[src/hdl/ami_pkg.sv]
// ----------------------------------------------------------------------------
// ami_pkg
// Types, constants and the multiply-accumulate program of the matrix inverse.
// ----------------------------------------------------------------------------
package ami_pkg;

  localparam int ROWS     = 3;
  localparam int COLS     = 4;
  localparam int NUM_ELEM = ROWS * COLS;
  localparam int ELEM_W   = 32;
  localparam int POS_W    = 4;
  localparam int NUM_ADJ  = 9;
  localparam int ADJ_W    = 64;
  localparam int ACC_W    = 128;
  localparam int PROD_W   = 65;
  localparam int NUM_OPS  = 42;
  localparam int STEP_W   = 6;
  localparam int Q_W      = 33;
  localparam int REM_W    = ACC_W + 1;
  localparam int CNT_W    = 6;

  localparam logic [POS_W-1:0] LAST_POS = POS_W'(NUM_ELEM - 1);
  localparam logic [1:0]       LAST_ROW = 2'(ROWS - 1);
  localparam logic [1:0]       LAST_COL = 2'(COLS - 1);

  localparam logic [1:0] DST_NONE = 2'd0;
  localparam logic [1:0] DST_ADJ  = 2'd1;
  localparam logic [1:0] DST_DET  = 2'd2;
  localparam logic [1:0] DST_TR   = 2'd3;

  typedef struct packed {
    logic [3:0] a_idx;
    logic       b_adj;
    logic [3:0] b_idx;
    logic       hi;
    logic       sub;
    logic       clr;
    logic [1:0] dst;
    logic [3:0] dst_idx;
  } op_t;

  typedef struct packed {
    logic              load_en;
    logic              op_issue;
    logic              op_mul;
    logic              op_acc;
    op_t               op;
    logic              adj_rd;
    logic [3:0]        adj_raddr;
    logic              det_chk;
    logic              d_load;
    logic              d_sat;
    logic              d_iter;
    logic [CNT_W-1:0]  bit_idx;
    logic              d_out;
    logic              sing_out;
    logic [1:0]        row;
    logic [1:0]        col;
    logic [POS_W-1:0]  out_pos;
    logic              out_last;
  } cmd_t;

  typedef struct packed {
    logic det_zero;
  } status_t;

  function automatic op_t mk_op(input logic [3:0] a, input logic b_adj,
                                input logic [3:0] b, input logic hi,
                                input logic sub, input logic clr,
                                input logic [1:0] dst, input logic [3:0] didx);
    op_t o;
    o.a_idx   = a;
    o.b_adj   = b_adj;
    o.b_idx   = b;
    o.hi      = hi;
    o.sub     = sub;
    o.clr     = clr;
    o.dst     = dst;
    o.dst_idx = didx;
    return o;
  endfunction

  // adjugate minors, determinant, then negated translation sums
  function automatic op_t op_lookup(input logic [STEP_W-1:0] step);
    op_t o;
    o = mk_op(4'd0, 1'b0, 4'd0, 1'b0, 1'b0, 1'b0, DST_NONE, 4'd0);
    unique case (step)
      6'd0:  o = mk_op(4'd5, 1'b0, 4'd10, 1'b0, 1'b0, 1'b1, DST_NONE, 4'd0);
      6'd1:  o = mk_op(4'd6, 1'b0, 4'd9,  1'b0, 1'b1, 1'b0, DST_ADJ,  4'd0);
      6'd2:  o = mk_op(4'd2, 1'b0, 4'd9,  1'b0, 1'b0, 1'b1, DST_NONE, 4'd0);
      6'd3:  o = mk_op(4'd1, 1'b0, 4'd10, 1'b0, 1'b1, 1'b0, DST_ADJ,  4'd1);
      6'd4:  o = mk_op(4'd1, 1'b0, 4'd6,  1'b0, 1'b0, 1'b1, DST_NONE, 4'd0);
      6'd5:  o = mk_op(4'd2, 1'b0, 4'd5,  1'b0, 1'b1, 1'b0, DST_ADJ,  4'd2);
      6'd6:  o = mk_op(4'd6, 1'b0, 4'd8,  1'b0, 1'b0, 1'b1, DST_NONE, 4'd0);
      6'd7:  o = mk_op(4'd4, 1'b0, 4'd10, 1'b0, 1'b1, 1'b0, DST_ADJ,  4'd3);
      6'd8:  o = mk_op(4'd0, 1'b0, 4'd10, 1'b0, 1'b0, 1'b1, DST_NONE, 4'd0);
      6'd9:  o = mk_op(4'd2, 1'b0, 4'd8,  1'b0, 1'b1, 1'b0, DST_ADJ,  4'd4);
      6'd10: o = mk_op(4'd2, 1'b0, 4'd4,  1'b0, 1'b0, 1'b1, DST_NONE, 4'd0);
      6'd11: o = mk_op(4'd0, 1'b0, 4'd6,  1'b0, 1'b1, 1'b0, DST_ADJ,  4'd5);
      6'd12: o = mk_op(4'd4, 1'b0, 4'd9,  1'b0, 1'b0, 1'b1, DST_NONE, 4'd0);
      6'd13: o = mk_op(4'd5, 1'b0, 4'd8,  1'b0, 1'b1, 1'b0, DST_ADJ,  4'd6);
      6'd14: o = mk_op(4'd1, 1'b0, 4'd8,  1'b0, 1'b0, 1'b1, DST_NONE, 4'd0);
      6'd15: o = mk_op(4'd0, 1'b0, 4'd9,  1'b0, 1'b1, 1'b0, DST_ADJ,  4'd7);
      6'd16: o = mk_op(4'd0, 1'b0, 4'd5,  1'b0, 1'b0, 1'b1, DST_NONE, 4'd0);
      6'd17: o = mk_op(4'd1, 1'b0, 4'd4,  1'b0, 1'b1, 1'b0, DST_ADJ,  4'd8);
      6'd18: o = mk_op(4'd0, 1'b1, 4'd0,  1'b0, 1'b0, 1'b1, DST_NONE, 4'd0);
      6'd19: o = mk_op(4'd0, 1'b1, 4'd0,  1'b1, 1'b0, 1'b0, DST_NONE, 4'd0);
      6'd20: o = mk_op(4'd1, 1'b1, 4'd3,  1'b0, 1'b0, 1'b0, DST_NONE, 4'd0);
      6'd21: o = mk_op(4'd1, 1'b1, 4'd3,  1'b1, 1'b0, 1'b0, DST_NONE, 4'd0);
      6'd22: o = mk_op(4'd2, 1'b1, 4'd6,  1'b0, 1'b0, 1'b0, DST_NONE, 4'd0);
      6'd23: o = mk_op(4'd2, 1'b1, 4'd6,  1'b1, 1'b0, 1'b0, DST_DET,  4'd0);
      6'd24: o = mk_op(4'd3,  1'b1, 4'd0, 1'b0, 1'b1, 1'b1, DST_NONE, 4'd0);
      6'd25: o = mk_op(4'd3,  1'b1, 4'd0, 1'b1, 1'b1, 1'b0, DST_NONE, 4'd0);
      6'd26: o = mk_op(4'd7,  1'b1, 4'd1, 1'b0, 1'b1, 1'b0, DST_NONE, 4'd0);
      6'd27: o = mk_op(4'd7,  1'b1, 4'd1, 1'b1, 1'b1, 1'b0, DST_NONE, 4'd0);
      6'd28: o = mk_op(4'd11, 1'b1, 4'd2, 1'b0, 1'b1, 1'b0, DST_NONE, 4'd0);
      6'd29: o = mk_op(4'd11, 1'b1, 4'd2, 1'b1, 1'b1, 1'b0, DST_TR,   4'd0);
      6'd30: o = mk_op(4'd3,  1'b1, 4'd3, 1'b0, 1'b1, 1'b1, DST_NONE, 4'd0);
      6'd31: o = mk_op(4'd3,  1'b1, 4'd3, 1'b1, 1'b1, 1'b0, DST_NONE, 4'd0);
      6'd32: o = mk_op(4'd7,  1'b1, 4'd4, 1'b0, 1'b1, 1'b0, DST_NONE, 4'd0);
      6'd33: o = mk_op(4'd7,  1'b1, 4'd4, 1'b1, 1'b1, 1'b0, DST_NONE, 4'd0);
      6'd34: o = mk_op(4'd11, 1'b1, 4'd5, 1'b0, 1'b1, 1'b0, DST_NONE, 4'd0);
      6'd35: o = mk_op(4'd11, 1'b1, 4'd5, 1'b1, 1'b1, 1'b0, DST_TR,   4'd1);
      6'd36: o = mk_op(4'd3,  1'b1, 4'd6, 1'b0, 1'b1, 1'b1, DST_NONE, 4'd0);
      6'd37: o = mk_op(4'd3,  1'b1, 4'd6, 1'b1, 1'b1, 1'b0, DST_NONE, 4'd0);
      6'd38: o = mk_op(4'd7,  1'b1, 4'd7, 1'b0, 1'b1, 1'b0, DST_NONE, 4'd0);
      6'd39: o = mk_op(4'd7,  1'b1, 4'd7, 1'b1, 1'b1, 1'b0, DST_NONE, 4'd0);
      6'd40: o = mk_op(4'd11, 1'b1, 4'd8, 1'b0, 1'b1, 1'b0, DST_NONE, 4'd0);
      6'd41: o = mk_op(4'd11, 1'b1, 4'd8, 1'b1, 1'b1, 1'b0, DST_TR,   4'd2);
      default: o = mk_op(4'd0, 1'b0, 4'd0, 1'b0, 1'b0, 1'b0, DST_NONE, 4'd0);
    endcase
    return o;
  endfunction

endpackage

[src/hdl/ami_ctrl.sv]
// ----------------------------------------------------------------------------
// ami_ctrl
// Sequencer: element loads, multiply-accumulate program, per-element divide.
// ----------------------------------------------------------------------------
module ami_ctrl (
  input  logic                        clk,
  input  logic                        rst_n,
  input  logic                        start,
  input  logic [ami_pkg::POS_W-1:0]   in_position,
  input  ami_pkg::status_t            status,
  output logic                        busy,
  output ami_pkg::cmd_t               cmd
);

  localparam logic [3:0] S_IDLE  = 4'd0;
  localparam logic [3:0] S_ISSUE = 4'd1;
  localparam logic [3:0] S_MUL   = 4'd2;
  localparam logic [3:0] S_ACC   = 4'd3;
  localparam logic [3:0] S_DET   = 4'd4;
  localparam logic [3:0] S_DADDR = 4'd5;
  localparam logic [3:0] S_DLOAD = 4'd6;
  localparam logic [3:0] S_DSAT  = 4'd7;
  localparam logic [3:0] S_DITER = 4'd8;
  localparam logic [3:0] S_DOUT  = 4'd9;

  logic [3:0]                     state_r, state_nxt;
  logic [ami_pkg::STEP_W-1:0]     step_r, step_nxt;
  logic [1:0]                     row_r, row_nxt;
  logic [1:0]                     col_r, col_nxt;
  logic [ami_pkg::CNT_W-1:0]      cnt_r, cnt_nxt;
  logic                           last_elem;

  assign busy      = (state_r != S_IDLE);
  assign last_elem = (row_r == ami_pkg::LAST_ROW) && (col_r == ami_pkg::LAST_COL);

  always_comb begin
    state_nxt = state_r;
    step_nxt  = step_r;
    row_nxt   = row_r;
    col_nxt   = col_r;
    cnt_nxt   = cnt_r;
    cmd           = '0;
    cmd.op        = ami_pkg::op_lookup(step_r);
    cmd.row       = row_r;
    cmd.col       = col_r;
    cmd.bit_idx   = cnt_r;
    cmd.out_pos   = {row_r, col_r};
    cmd.out_last  = last_elem;
    cmd.adj_raddr = cmd.op.b_idx;
    unique case (state_r)
      S_IDLE: begin
        cmd.load_en = start && (in_position <= ami_pkg::LAST_POS);
        if (start && (in_position == ami_pkg::LAST_POS)) begin
          state_nxt = S_ISSUE;
          step_nxt  = '0;
        end
      end
      S_ISSUE: begin
        cmd.op_issue = 1'b1;
        cmd.adj_rd   = cmd.op.b_adj;
        state_nxt    = S_MUL;
      end
      S_MUL: begin
        cmd.op_mul = 1'b1;
        state_nxt  = S_ACC;
      end
      S_ACC: begin
        cmd.op_acc = 1'b1;
        if (step_r == ami_pkg::STEP_W'(ami_pkg::NUM_OPS - 1)) begin
          state_nxt = S_DET;
        end else begin
          step_nxt  = step_r + 1'b1;
          state_nxt = S_ISSUE;
        end
      end
      S_DET: begin
        cmd.det_chk = 1'b1;
        row_nxt     = '0;
        col_nxt     = '0;
        if (status.det_zero) begin
          cmd.sing_out = 1'b1;
          state_nxt    = S_IDLE;
        end else begin
          state_nxt = S_DADDR;
        end
      end
      S_DADDR: begin
        cmd.adj_rd    = (col_r != ami_pkg::LAST_COL);
        cmd.adj_raddr = 4'(row_r) * 4'd3 + 4'(col_r);
        state_nxt     = S_DLOAD;
      end
      S_DLOAD: begin
        cmd.d_load = 1'b1;
        state_nxt  = S_DSAT;
      end
      S_DSAT: begin
        cmd.d_sat = 1'b1;
        cnt_nxt   = ami_pkg::CNT_W'(ami_pkg::Q_W - 1);
        state_nxt = S_DITER;
      end
      S_DITER: begin
        cmd.d_iter = 1'b1;
        if (cnt_r == '0) begin
          state_nxt = S_DOUT;
        end else begin
          cnt_nxt = cnt_r - 1'b1;
        end
      end
      S_DOUT: begin
        cmd.d_out = 1'b1;
        if (last_elem) begin
          state_nxt = S_IDLE;
        end else begin
          state_nxt = S_DADDR;
          if (col_r == ami_pkg::LAST_COL) begin
            col_nxt = '0;
            row_nxt = row_r + 1'b1;
          end else begin
            col_nxt = col_r + 1'b1;
          end
        end
      end
      default: state_nxt = S_IDLE;
    endcase
  end

  always_ff @(posedge clk) begin
    if (!rst_n) begin
      state_r <= S_IDLE;
      step_r  <= '0;
      row_r   <= '0;
      col_r   <= '0;
      cnt_r   <= '0;
    end else begin
      state_r <= state_nxt;
      step_r  <= step_nxt;
      row_r   <= row_nxt;
      col_r   <= col_nxt;
      cnt_r   <= cnt_nxt;
    end
  end

endmodule

[config.mk]
export PLATFORM = sky130hd
export DESIGN_NAME = ami_ctrl
export DESIGN_NICKNAME = d
export VERILOG_FILES = /design/src/hdl/ami_pkg.sv /design/src/hdl/ami_ctrl.sv
export SDC_FILE = /design/constraint.sdc
export NUM_CORES = 1
export LEC_CHECK = 0
export CAP_MARGIN = 5
export CELL_PAD_IN_SITES_DETAIL_PLACEMENT = 0
export CELL_PAD_IN_SITES_GLOBAL_PLACEMENT = 1
export CORE_UTILIZATION = 42
export DETAILED_ROUTE_END_ITERATION = 8
export DONT_BUFFER_PORTS = 1
export PLACE_DENSITY = 0.84
export REMOVE_ABC_BUFFERS = 1
export SYNTH_ARGS = -nofsm -noshare
export SYNTH_HDL_FRONTEND = slang
export SYNTH_SLANG_ARGS = --single-unit
[constraint.sdc]
create_clock -name clk -period 2.9 [get_ports clk]
set_input_delay 0.87 -clock clk [delete_from_list [all_inputs] [get_ports clk]]
set_output_delay 0.87 -clock clk [all_outputs]
set_load 0.01 [all_outputs]
==> results of run 1 <==
[through the flow]
stage	cell area (um2)	hold slack, ps
3_3_place_gp	2670	541
4_1_cts	2810	570
3_5_place_dp	2670	559
6_report	2820	574
5_1_grt	2820	602
2_1_floorplan	2310	512
[report_power, final]
group / switching (uW) / internal, uW / leakage [uW]
registers: 0.273 / 522 / 0.000307
logic: 13.2 / 7.43 / 0.000827
clock network: 199 / 367 / 0.0000714
[layer usage]
layer	wire, um	global-route usage [%]
met5	0	0
met3	371	4.35
met2	2750	33.0
met4	65	6.60
met1	2870	27.2
[cells in the mapped netlist, drive strengths merged (2+ instances only)]
| cell | n |
|---|---|
| a211oi | 2 |
| a21o | 4 |
| a21oi | 17 |
| a31oi | 4 |
| a32o | 2 |
| and2 | 2 |
| and4 | 2 |
| buf | 9 |
| clkbuf | 9 |
| dfxtp | 38 |
| fa | 2 |
| ha | 18 |
| inv | 26 |
| nand2 | 37 |
| nand2b | 5 |
| nand3 | 11 |
| nand3b | 2 |
| nand4 | 3 |
| nor2 | 34 |
| nor3 | 8 |
| nor4 | 2 |
| nor4b | 2 |
| o211ai | 2 |
| o21ai | 11 |
| o22ai | 8 |
| o31ai | 5 |
| or2 | 2 |
| or3 | 3 |
| xnor2 | 6 |
| xor2 | 5 |
[logic make-up (layout without fill, tap and decap cells)]
group / count (synthesis) / after routing / share of synthesized area [%]
AND/OR/NAND/NOR: 116 / 116 / 24.2
flip-flops: 38 / 38 / 31.5
XOR/XNOR: 11 / 11 / 3.99
buffers and inverters: 45 / 71 / 8.75
AO/OA/AOI/OAI: 69 / 69 / 20.2
multiplexers: 1 / 1 / 0.414
adder cells (fa/ha/maj): 20 / 20 / 11.0
[sequential cells by signal (all words and copies together) (netlist names)]
register and count:
col_r 2, cmd 18, step_r 6, cnt_r 6
row_r 2, state_r 4
[critical path, delay by kind of cell (launching register included)]
kind | cells | cell delay [ps]
AO/OA/AOI/OAI | 1 | 140
buffers and inverters | 2 | 170
adder cells (fa/ha/maj) | 3 | 1130
flip-flops | 1 | 330
[final cells by class]
cell class	instances	area (um2)	share of cell area, %
Clock buffer	6	82.6	2.93
Clock inverter	2	60.1	2.13
Inverter	27	101	3.60
Multi-Input combinational cell	217	1450	51.4
Sequential cell	38	763	27.1
Tap cell	72	90.1	3.20
Timing Repair Buffer	36	270	9.60
[placed cells by master, fill, tap and decap left out, types with 3 or more instances in the layout]
master	Yosys	final
nand2_1	37	37
a21oi_1	17	17
o21ai_1	1	3
o22ai_1	8	8
o31ai_1	4	4
dfxtp_1	38	36
nand4_1	3	3
a21o_1	4	4
ha_1	18	17
nor2_1	33	33
nor3_1	6	6
clkbuf_8	0	6
nand3_1	11	11
inv_1	25	24
xor2_1	5	5
xnor2_1	6	6
o21ai_0	9	7
nand2b_1	5	5
a31oi_1	4	4
buf_4	5	36
[path summary, 6_finish.rpt]
| path | from | end | slack [ps] | depth (start not counted) |
|---|---|---|---|---|
| setup reg to reg | state_r[1] | cmd[41] | 240 | 7 |
| hold / removal | cnt_r[1] | cnt_r[1] | 570 | 2 |
| hold reg to reg | cnt_r[1] | cnt_r[1] | 570 | 2 |
| setup / recovery | row_r[1] | cmd[23] | -30 | 6 |
[repair_timing]
| item | 4_1_cts | 5_1_grt |
|---|---|---|
| endpoints found under the setup margin | 2 | 2 |
| gates resized for setup | 3 | 3 |
| hold buffers | 0 | 0 |
| pin swaps | 1 | 3 |
==> impl_results.md, run 1 <==
* Status: complete, but fails checks
* Failing checks: negative setup slack
* Worst EP required at between 2000 and 2500 ps
* Detailed Route WL at between 6 and 7 mm
* Clock insertion delay at the later pin of the skew report at around 300 ps
* Layout Skew at around 9.7 ps
* Dpl hpwl at between 4 and 5 mm
* Leakage at around 0.0012 uW
* Setup repair bufs after CTS at 0
* Total Negative Setup Slacks at -28.6 ps
* CP Max Fanout at 2
* Seq/Total Area, Yosys at 31.5%
* Critical path's largest stage delay at approximately 540 ps
* First-pass DRT Iterations at 4
* Synth top area cells: dfxtp_1 31%, ha_1 9.3%, nand2_1 5.7%
* CTS tree: done
* WP data arrival at roughly 2100 ps
* CP max stage cell: fa_1
* Post-synth top area cell: dfxtp_1
* Clock Path Buffers at 2
* Finish-stage setup viols at 1
* CTS sink cnt at 38
* Endpoints failing hold at 0
* Area fraction of the dominant cell type after synthesis at a little under a third
* Hold Path Class: flop to flop
* Fin cells at about 400
* Final min period at just under 3000 ps
* Yosys cell types at 60
* Predominant post-synthesis flop cell: dfxtp_1
* Type of the worst setup path: flop to output pin
* Clk root buf: clkbuf_8
* Post-placement cell count at 390
* Ports at 57
* DRC at 0
* CTS Buf Count at 5
* ANT nets after route at 0
* Fmax at ~340 MHz
* Number of max-cap violations at 0
* Synthesis-stage register bit count at 38
* Worst-Margin Slew at ~600 ps
* Initial Util at a little over two fifths
* Die area at about 6100 um2
* Pwr Density at between 300 and 400 nW/um2
* Layout Nets at 353
* Antenna violations before repair at 0
* Core Util, Final at 50.8%
* Cell Area, Synth at roughly 2400 um2
* Clock transition at path regs at 80 ps
* First-pass GRT wire length at just under 10 mm
* DIE WIDTH at slightly below 80 um
* Drt via density at 5.49
* Slew Limit Headroom at about three fifths
* Layout cell share with drive strength beyond 1 at 18.7%
* Cell chain of the critical path: fa_1 > ha_2 > inv_2 > fa_1 > o21ai_1 > buf_4
* Cell mode on critical path: fa_1
* Layout area overhead at 16.5%
* Core Region at 5540 um2
* Final Worst Setup Slack at -28.6 ps
* Critical path startpoint category: flop
* Drt initial violations at 100
* Place WS at between 70 and 80 ps
* Max-slew violation count at 0
* DIE HEIGHT at 77.9 um
* Mapped Cells at 300
* Final period util at 101%
* GPL Wtd Cong at roughly 0.94
* Pwr Total at about 1100 uW
* # rows at 27
* Global route total overflow at 0
* H-tree lvl count at 2
* Asr flop ratio synth at 0%
* Mean Syn Cell Area at between 8 and 9 um2
* Ant diodes at 0
* Number of synthesized flops with an enable pin at 0
* IO Port Bufs at 0
* Vias at about 2200
* Largest net degree at the start of global routing at 15
* RSZ-0062 raised after global routing: yes
* Post-DR wirelength/cell at between 15 and 20 um
* VDD IR max at just under 200 uV
* Worst Setup End Kind: output pin
* Fillers at between 500 and 600
* Synth warn at 0
* Vias in the first global route at 2028
* Global Route Usage Sum at around a fifth
Power figures use the tool's default switching activity.
==> run 2, diff against run 1 <==
--- a/config.mk
+++ b/config.mk
@@ -6,13 +6,14 @@
 export NUM_CORES = 1
 export LEC_CHECK = 0
 export CAP_MARGIN = 5
-export CELL_PAD_IN_SITES_DETAIL_PLACEMENT = 0
-export CELL_PAD_IN_SITES_GLOBAL_PLACEMENT = 1
-export CORE_UTILIZATION = 42
+export CELL_PAD_IN_SITES_DETAIL_PLACEMENT = 1
+export CELL_PAD_IN_SITES_GLOBAL_PLACEMENT = 2
+export CORE_UTILIZATION = 33
 export DETAILED_ROUTE_END_ITERATION = 8
 export DONT_BUFFER_PORTS = 1
 export PLACE_DENSITY = 0.84
 export REMOVE_ABC_BUFFERS = 1
+export SLEW_MARGIN = 20
 export SYNTH_ARGS = -nofsm -noshare
 export SYNTH_HDL_FRONTEND = slang
 export SYNTH_SLANG_ARGS = --single-unit
==> run 2 against run 1 <==
Compared with the run above:
- the flow still finishes with violations (negative setup slack)
- register-to-register slack worse by 60 ps
- design area decreased by 1.3%
- global-route usage fell by 1.5 points
- highest routed layer unchanged
==> impl_results.md, run 2 (synthesis results as in run 1) <==
* Core Region at slightly below 7000 um2
* Layout Nets at approximately 350
* Global Route Usage Sum at about a fifth
* Vias at between 2000 and 2500
* RSZ-0062 raised after global routing: yes
* Worst EP required at 2030 ps
* Drt initial violations at 69
* GR Layer Usage met3 at under 10%
* Finish-stage setup viols at 1
* Type of the worst setup path: flop to output pin
* Initial Util at between 30% and 40%
* CTS sink cnt at 38
* Pwr Total at approximately 930 uW
* Final min period at around 3000 ps
* H-tree lvl count at 2
* VDD IR max at about 180 uV
* Global route total overflow at 0
* Layout Skew at roughly 4.4 ps
* Largest net degree at the start of global routing at 15
* Drt via density at 5.18
* Cts hold-fix bufs at 0
* Critical path startpoint category: flop
* Clk root buf: clkbuf_8
* Detailed Route WL at approximately 6.8 mm
* Fmax at between 300 and 400 MHz
* CP max stage cell: fa_1
* Worst Setup End Kind: output pin
* First-pass GRT wire length at 11.2 mm
* Worst path bufs/invs at 2
* Max FFs per register at 18
* Setup repair bufs after CTS at 0
* # rows at 30
* CP Max Fanout at 2
* Slew Limit Headroom at between 50% and 60%
* Layout area overhead at 15.0%
* Cell chain of the critical path: fa_1 > ha_1 > inv_1 > fa_1 > o21ai_2 > buf_4
* Met2 global-route usage at between 30% and 40%
* Fin cells at 420
* Dpl hpwl at 5.23 mm
* Layout cell share with drive strength beyond 1 at approximately 17%
* Ports at 57
* Post-DR wirelength/cell at 16.2 um
* Max-slew violation count at 0
* Final Worst Setup Slack at -41.2 ps
* First-pass DRT Iterations at 4
* Most frequent cells in the layout: 37 x nand2_1, 37 x dfxtp_1, 34 x buf_4
* DRC at 0
* Number of max-cap violations at 0
* ANT nets after route at 0
* Clock transition at path regs at roughly 70 ps
* Clock Path Buffers at 2
* Hold Path Class: flop to flop
* Met1 Use GR at 24.4%
* CTS tree: done
* Final period util at 101%
* Failing checks: negative setup slack
* Post-placement cell count at 412
* DIE HEIGHT at between 80 and 90 um
* WP data arrival at 2070 ps
* Endpoints failing hold at 0
* Ant diodes at 0
* Worst-Margin Slew at roughly 610 ps
* IO Port Bufs at 0
* Critical path's largest stage delay at between 500 and 600 ps
* Clock insertion delay at the later pin of the skew report at just under 300 ps
* Vias in the first global route at 2261
* Status: complete, but fails checks
* CTS Buf Count at 5
* GRT busiest layer: met2
* Cell mode on critical path: fa_1
* Die area at roughly 7700 um2
* Pwr Density at between 300 and 400 nW/um2
* Critical path's top delay family: adder cells
* Hold_ws at about 490 ps
* DIE WIDTH at ~90 um
* Leakage at roughly 0.0012 uW
* Antenna violations before repair at 0
* GPL Wtd Cong at around 0.87
run 2: cell count changes in the layout (fill, tap and decap cells not counted), sizes merged:
| cell | previous run | this run |
|---|---|---|
| clkinv | 1 | 2 |
| buf | 36 | 34 |
| bufinv | 2 | 0 |
| clkbuf | 6 | 7 |
run 2: repair_timing:
| action | CTS | global route |
|---|---|---|
| gates resized for setup | 3 | 1 |
| setup endpoints to repair | 2 | 2 |
| pin swaps | 1 | 1 |
run 2: report_power, final:
group	internal [uW]	switching (uW)	total [uW]
combinational	7.04	13.4	20.4
clock	192	192	384
sequential	522	0.179	522
run 2: per-layer routing:
layer / vias up / part of all wire (%)
li1: 1084 / -
met1: 1044 / 48
met2: 41 / 47
met3: 7 / 3.5
met4: 0 / 1.0
met5: - / 0
run 2: worst register-to-register path: stages (launching register included):
cell and delay, ps:
dfxtp_1 340, or4_4 620, or3_4 440, and4_4 200
nor2_4 240, inv_2 100, ha_1 230, nand2_1 70
nand3_1 100, a32o_1 270
run 2: area by class of cell:
| class | count | area [um2] |
|---|---|---|
| tap | 96 | 120 |
| fill | 860 | 4170 |
| inverter | 27 | 101 |
| sequential | 38 | 762 |
| timing repair buffer | 34 | 255 |
| clock buffer | 7 | 86.3 |
| multi-input combinational | 217 | 1450 |
| clock inverter | 1 | 5.00 |
run 2: stage by stage:
stage               utilization [%]  TNS, ps  worst slack [ps]  instance area [um2]
floorplan                         -        0               125                 2310
global route                   40.0     -158              -125                 2780
detailed placement             38.6        0              70.7                 2680
finish                         40.0    -41.2             -41.2                 2780
global placement               38.6        0              97.6                 2680
CTS                            40.0    -78.3             -78.3                 2780
run 2: final timing paths:
kind	start	end	slack [ps]	cells after the start
min	state_r[3]	state_r[1]	490	1
min reg2reg	state_r[3]	state_r[1]	490	1
max	col_r[1]	cmd[23]	-40	6
max reg2reg	state_r[2]	cmd[37]	180	9
==> run 3, diff against run 2 <==
--- a/config.mk
+++ b/config.mk
@@ -13,6 +13,7 @@
 export DONT_BUFFER_PORTS = 1
 export PLACE_DENSITY = 0.84
 export REMOVE_ABC_BUFFERS = 1
+export SETUP_SLACK_MARGIN = 0.1
 export SLEW_MARGIN = 20
 export SYNTH_ARGS = -nofsm -noshare
 export SYNTH_HDL_FRONTEND = slang
==> run 3 against run 2 <==
Compared with the run above:
- the run still ends with negative setup slack left
- sequential share of layout area fell by 0.45 points
- count of clock-buffer cells in the layout did not move
- combinational power is 3% higher
- critical path type unchanged
- largest cell class unchanged
- highest routed layer unchanged
==> impl_results.md, run 3 (synthesis results as in run 1) <==
* Ant diodes at 0
* Cts hold-fix bufs at 0
* Status: complete, but fails checks
* Clock transition at path regs at 70 ps
* DIE WIDTH at approximately 88 um
* CP Max Fanout at 2
* Slew Limit Headroom at about 59%
* Worst path bufs/invs at 2
* Core Region at roughly 7000 um2
* Vias in the first global route at between 2000 and 2500
* Largest net degree at the start of global routing at 15
* Critical path startpoint category: flop
* Hold_ws at 486 ps
* Hold Path Class: flop to flop
* First-pass DRT Iterations at 4
* Type of the worst setup path: flop to output pin
* Detailed Route WL at approximately 7 mm
* Most frequent cells in the layout: 37 x nand2_1, 37 x dfxtp_1, 37 x buf_4
* Final period util at 102%
* Layout cell share with drive strength beyond 1 at between 10% and 20%
* Dpl hpwl at roughly 5.2 mm
* Drt via density at 5.23
* Global Route Usage Sum at a little under a fifth
* Cell chain of the critical path: fa_1 > ha_1 > inv_1 > fa_1 > o21ai_2 > buf_4
* CTS tree: done
* Clk root buf: clkbuf_8
* Layout Nets at 355
* Vias at 2217
* Failing checks: negative setup slack
* DRC at 0
* First-pass GRT wire length at 11.2 mm
* Ports at 57
* Endpoints failing hold at 0
* Worst EP required at between 2000 and 2500 ps
* Drt initial violations at around 110
* Initial Util at approximately a third
* Antenna violations before repair at 0
* WP data arrival at ~2100 ps
* IO Port Bufs at 0
* Number of max-cap violations at 0
* Max-slew violation count at 0
* # rows at 30
* Die area at 7670 um2
* Worst-Margin Slew at 610 ps
* Critical path's top delay family: adder cells
* Final min period at around 2900 ps
* Final Worst Setup Slack at -44.2 ps
* CTS Buf Count at 5
* Fmax at roughly 340 MHz
* DIE HEIGHT at between 80 and 90 um
* Layout Skew at 4.69 ps
* Critical path's largest stage delay at 540 ps
* Clock insertion delay at the later pin of the skew report at 300 ps
* CTS sink cnt at 38
* Cell mode on critical path: fa_1
* Finish-stage setup viols at 1
* Pwr Density at 329 nW/um2
* H-tree lvl count at 2
* DP Area at roughly 2700 um2
* Core Util, Final at 40.7%
* Clock Path Buffers at 2
* ANT nets after route at 0
* RSZ-0062 raised after global routing: yes
* Global route total overflow at 0
* Leakage at ~0.0012 uW
* Max FFs per register at 18
* Final Cell Area at around 2800 um2
* VDD IR max at around 180 uV
* GPL Wtd Cong at ~0.87
* CP max stage cell: fa_1
* Layout area overhead at 16.9%
* Worst Setup End Kind: output pin
* Post-DR wirelength/cell at around 16 um
==> run 3: cell count changes in the layout (fill, tap and decap cells not counted), sizes merged <==
cell and change:
buf +4
==> run 3: per-stage QoR <==
step	TNS [ps]	setup WS [ps]	std cells	power [uW]
after global routing	-158	-125	424	962
after detailed placement	0	70.7	412	555
after floorplan	0	125	282	548
final	-44.2	-44.2	424	928
after CTS	-78.3	-78.3	420	937
after global placement	0	97.6	412	554
==> run 3: timing repair <==
item | 4_1_cts | 5_1_grt
setup buffers | 0 | 4
resized for setup | 3 | 6
hold endpoints to repair | 0 | 0
pin swaps | 2 | 3
setup endpoints to repair | 2 | 8
==> run 3: path summary, 6_finish.rpt <==
check        startpoint          to  slack [ps]  depth (start not counted)
max reg2reg  state_r[1]     cmd[43]         210                          8
min reg2reg  state_r[3]  state_r[1]         490                          1
min          state_r[3]  state_r[1]         490                          1
max            col_r[1]     cmd[23]         -40                          6
==> run 3: layer usage <==
metal	global-route usage, %	routed length, um	up-vias
met3	4.43	314	5
li1	-	-	1091
met1	24.4	3230	1072
met4	4.77	59	0
met2	32.5	3330	49
met5	0	0	-
==> run 3: cell type report <==
cell class	count	area, um2
fill	861	4120
clock inverter	1	5.00
sequential	38	762
timing repair buffer	38	289
inverter	27	101
multi-input combinational	217	1460
clock buffer	7	86.3
tap	96	120
==> run 3: worst register-to-register path, stage by stage (launching register included) <==
cell and delay (ps):
dfxtp_1 310, or4_4 630, or3_4 440, a2111oi_4 370, nor2_4 130, ha_1 220, buf_4 150, a22oi_1 200
o22ai_1 120
==> run 3: report_power, final <==
group / internal (uW) / total (uW) / leakage [uW] / switching, uW
Combinational: 7.34 / 21.0 / 0.000846 / 13.6
Clock: 192 / 385 / 0.0000482 / 193
Sequential: 522 / 522 / 0.000307 / 0.180
Total: 721 / 928 / 0.00120 / 207
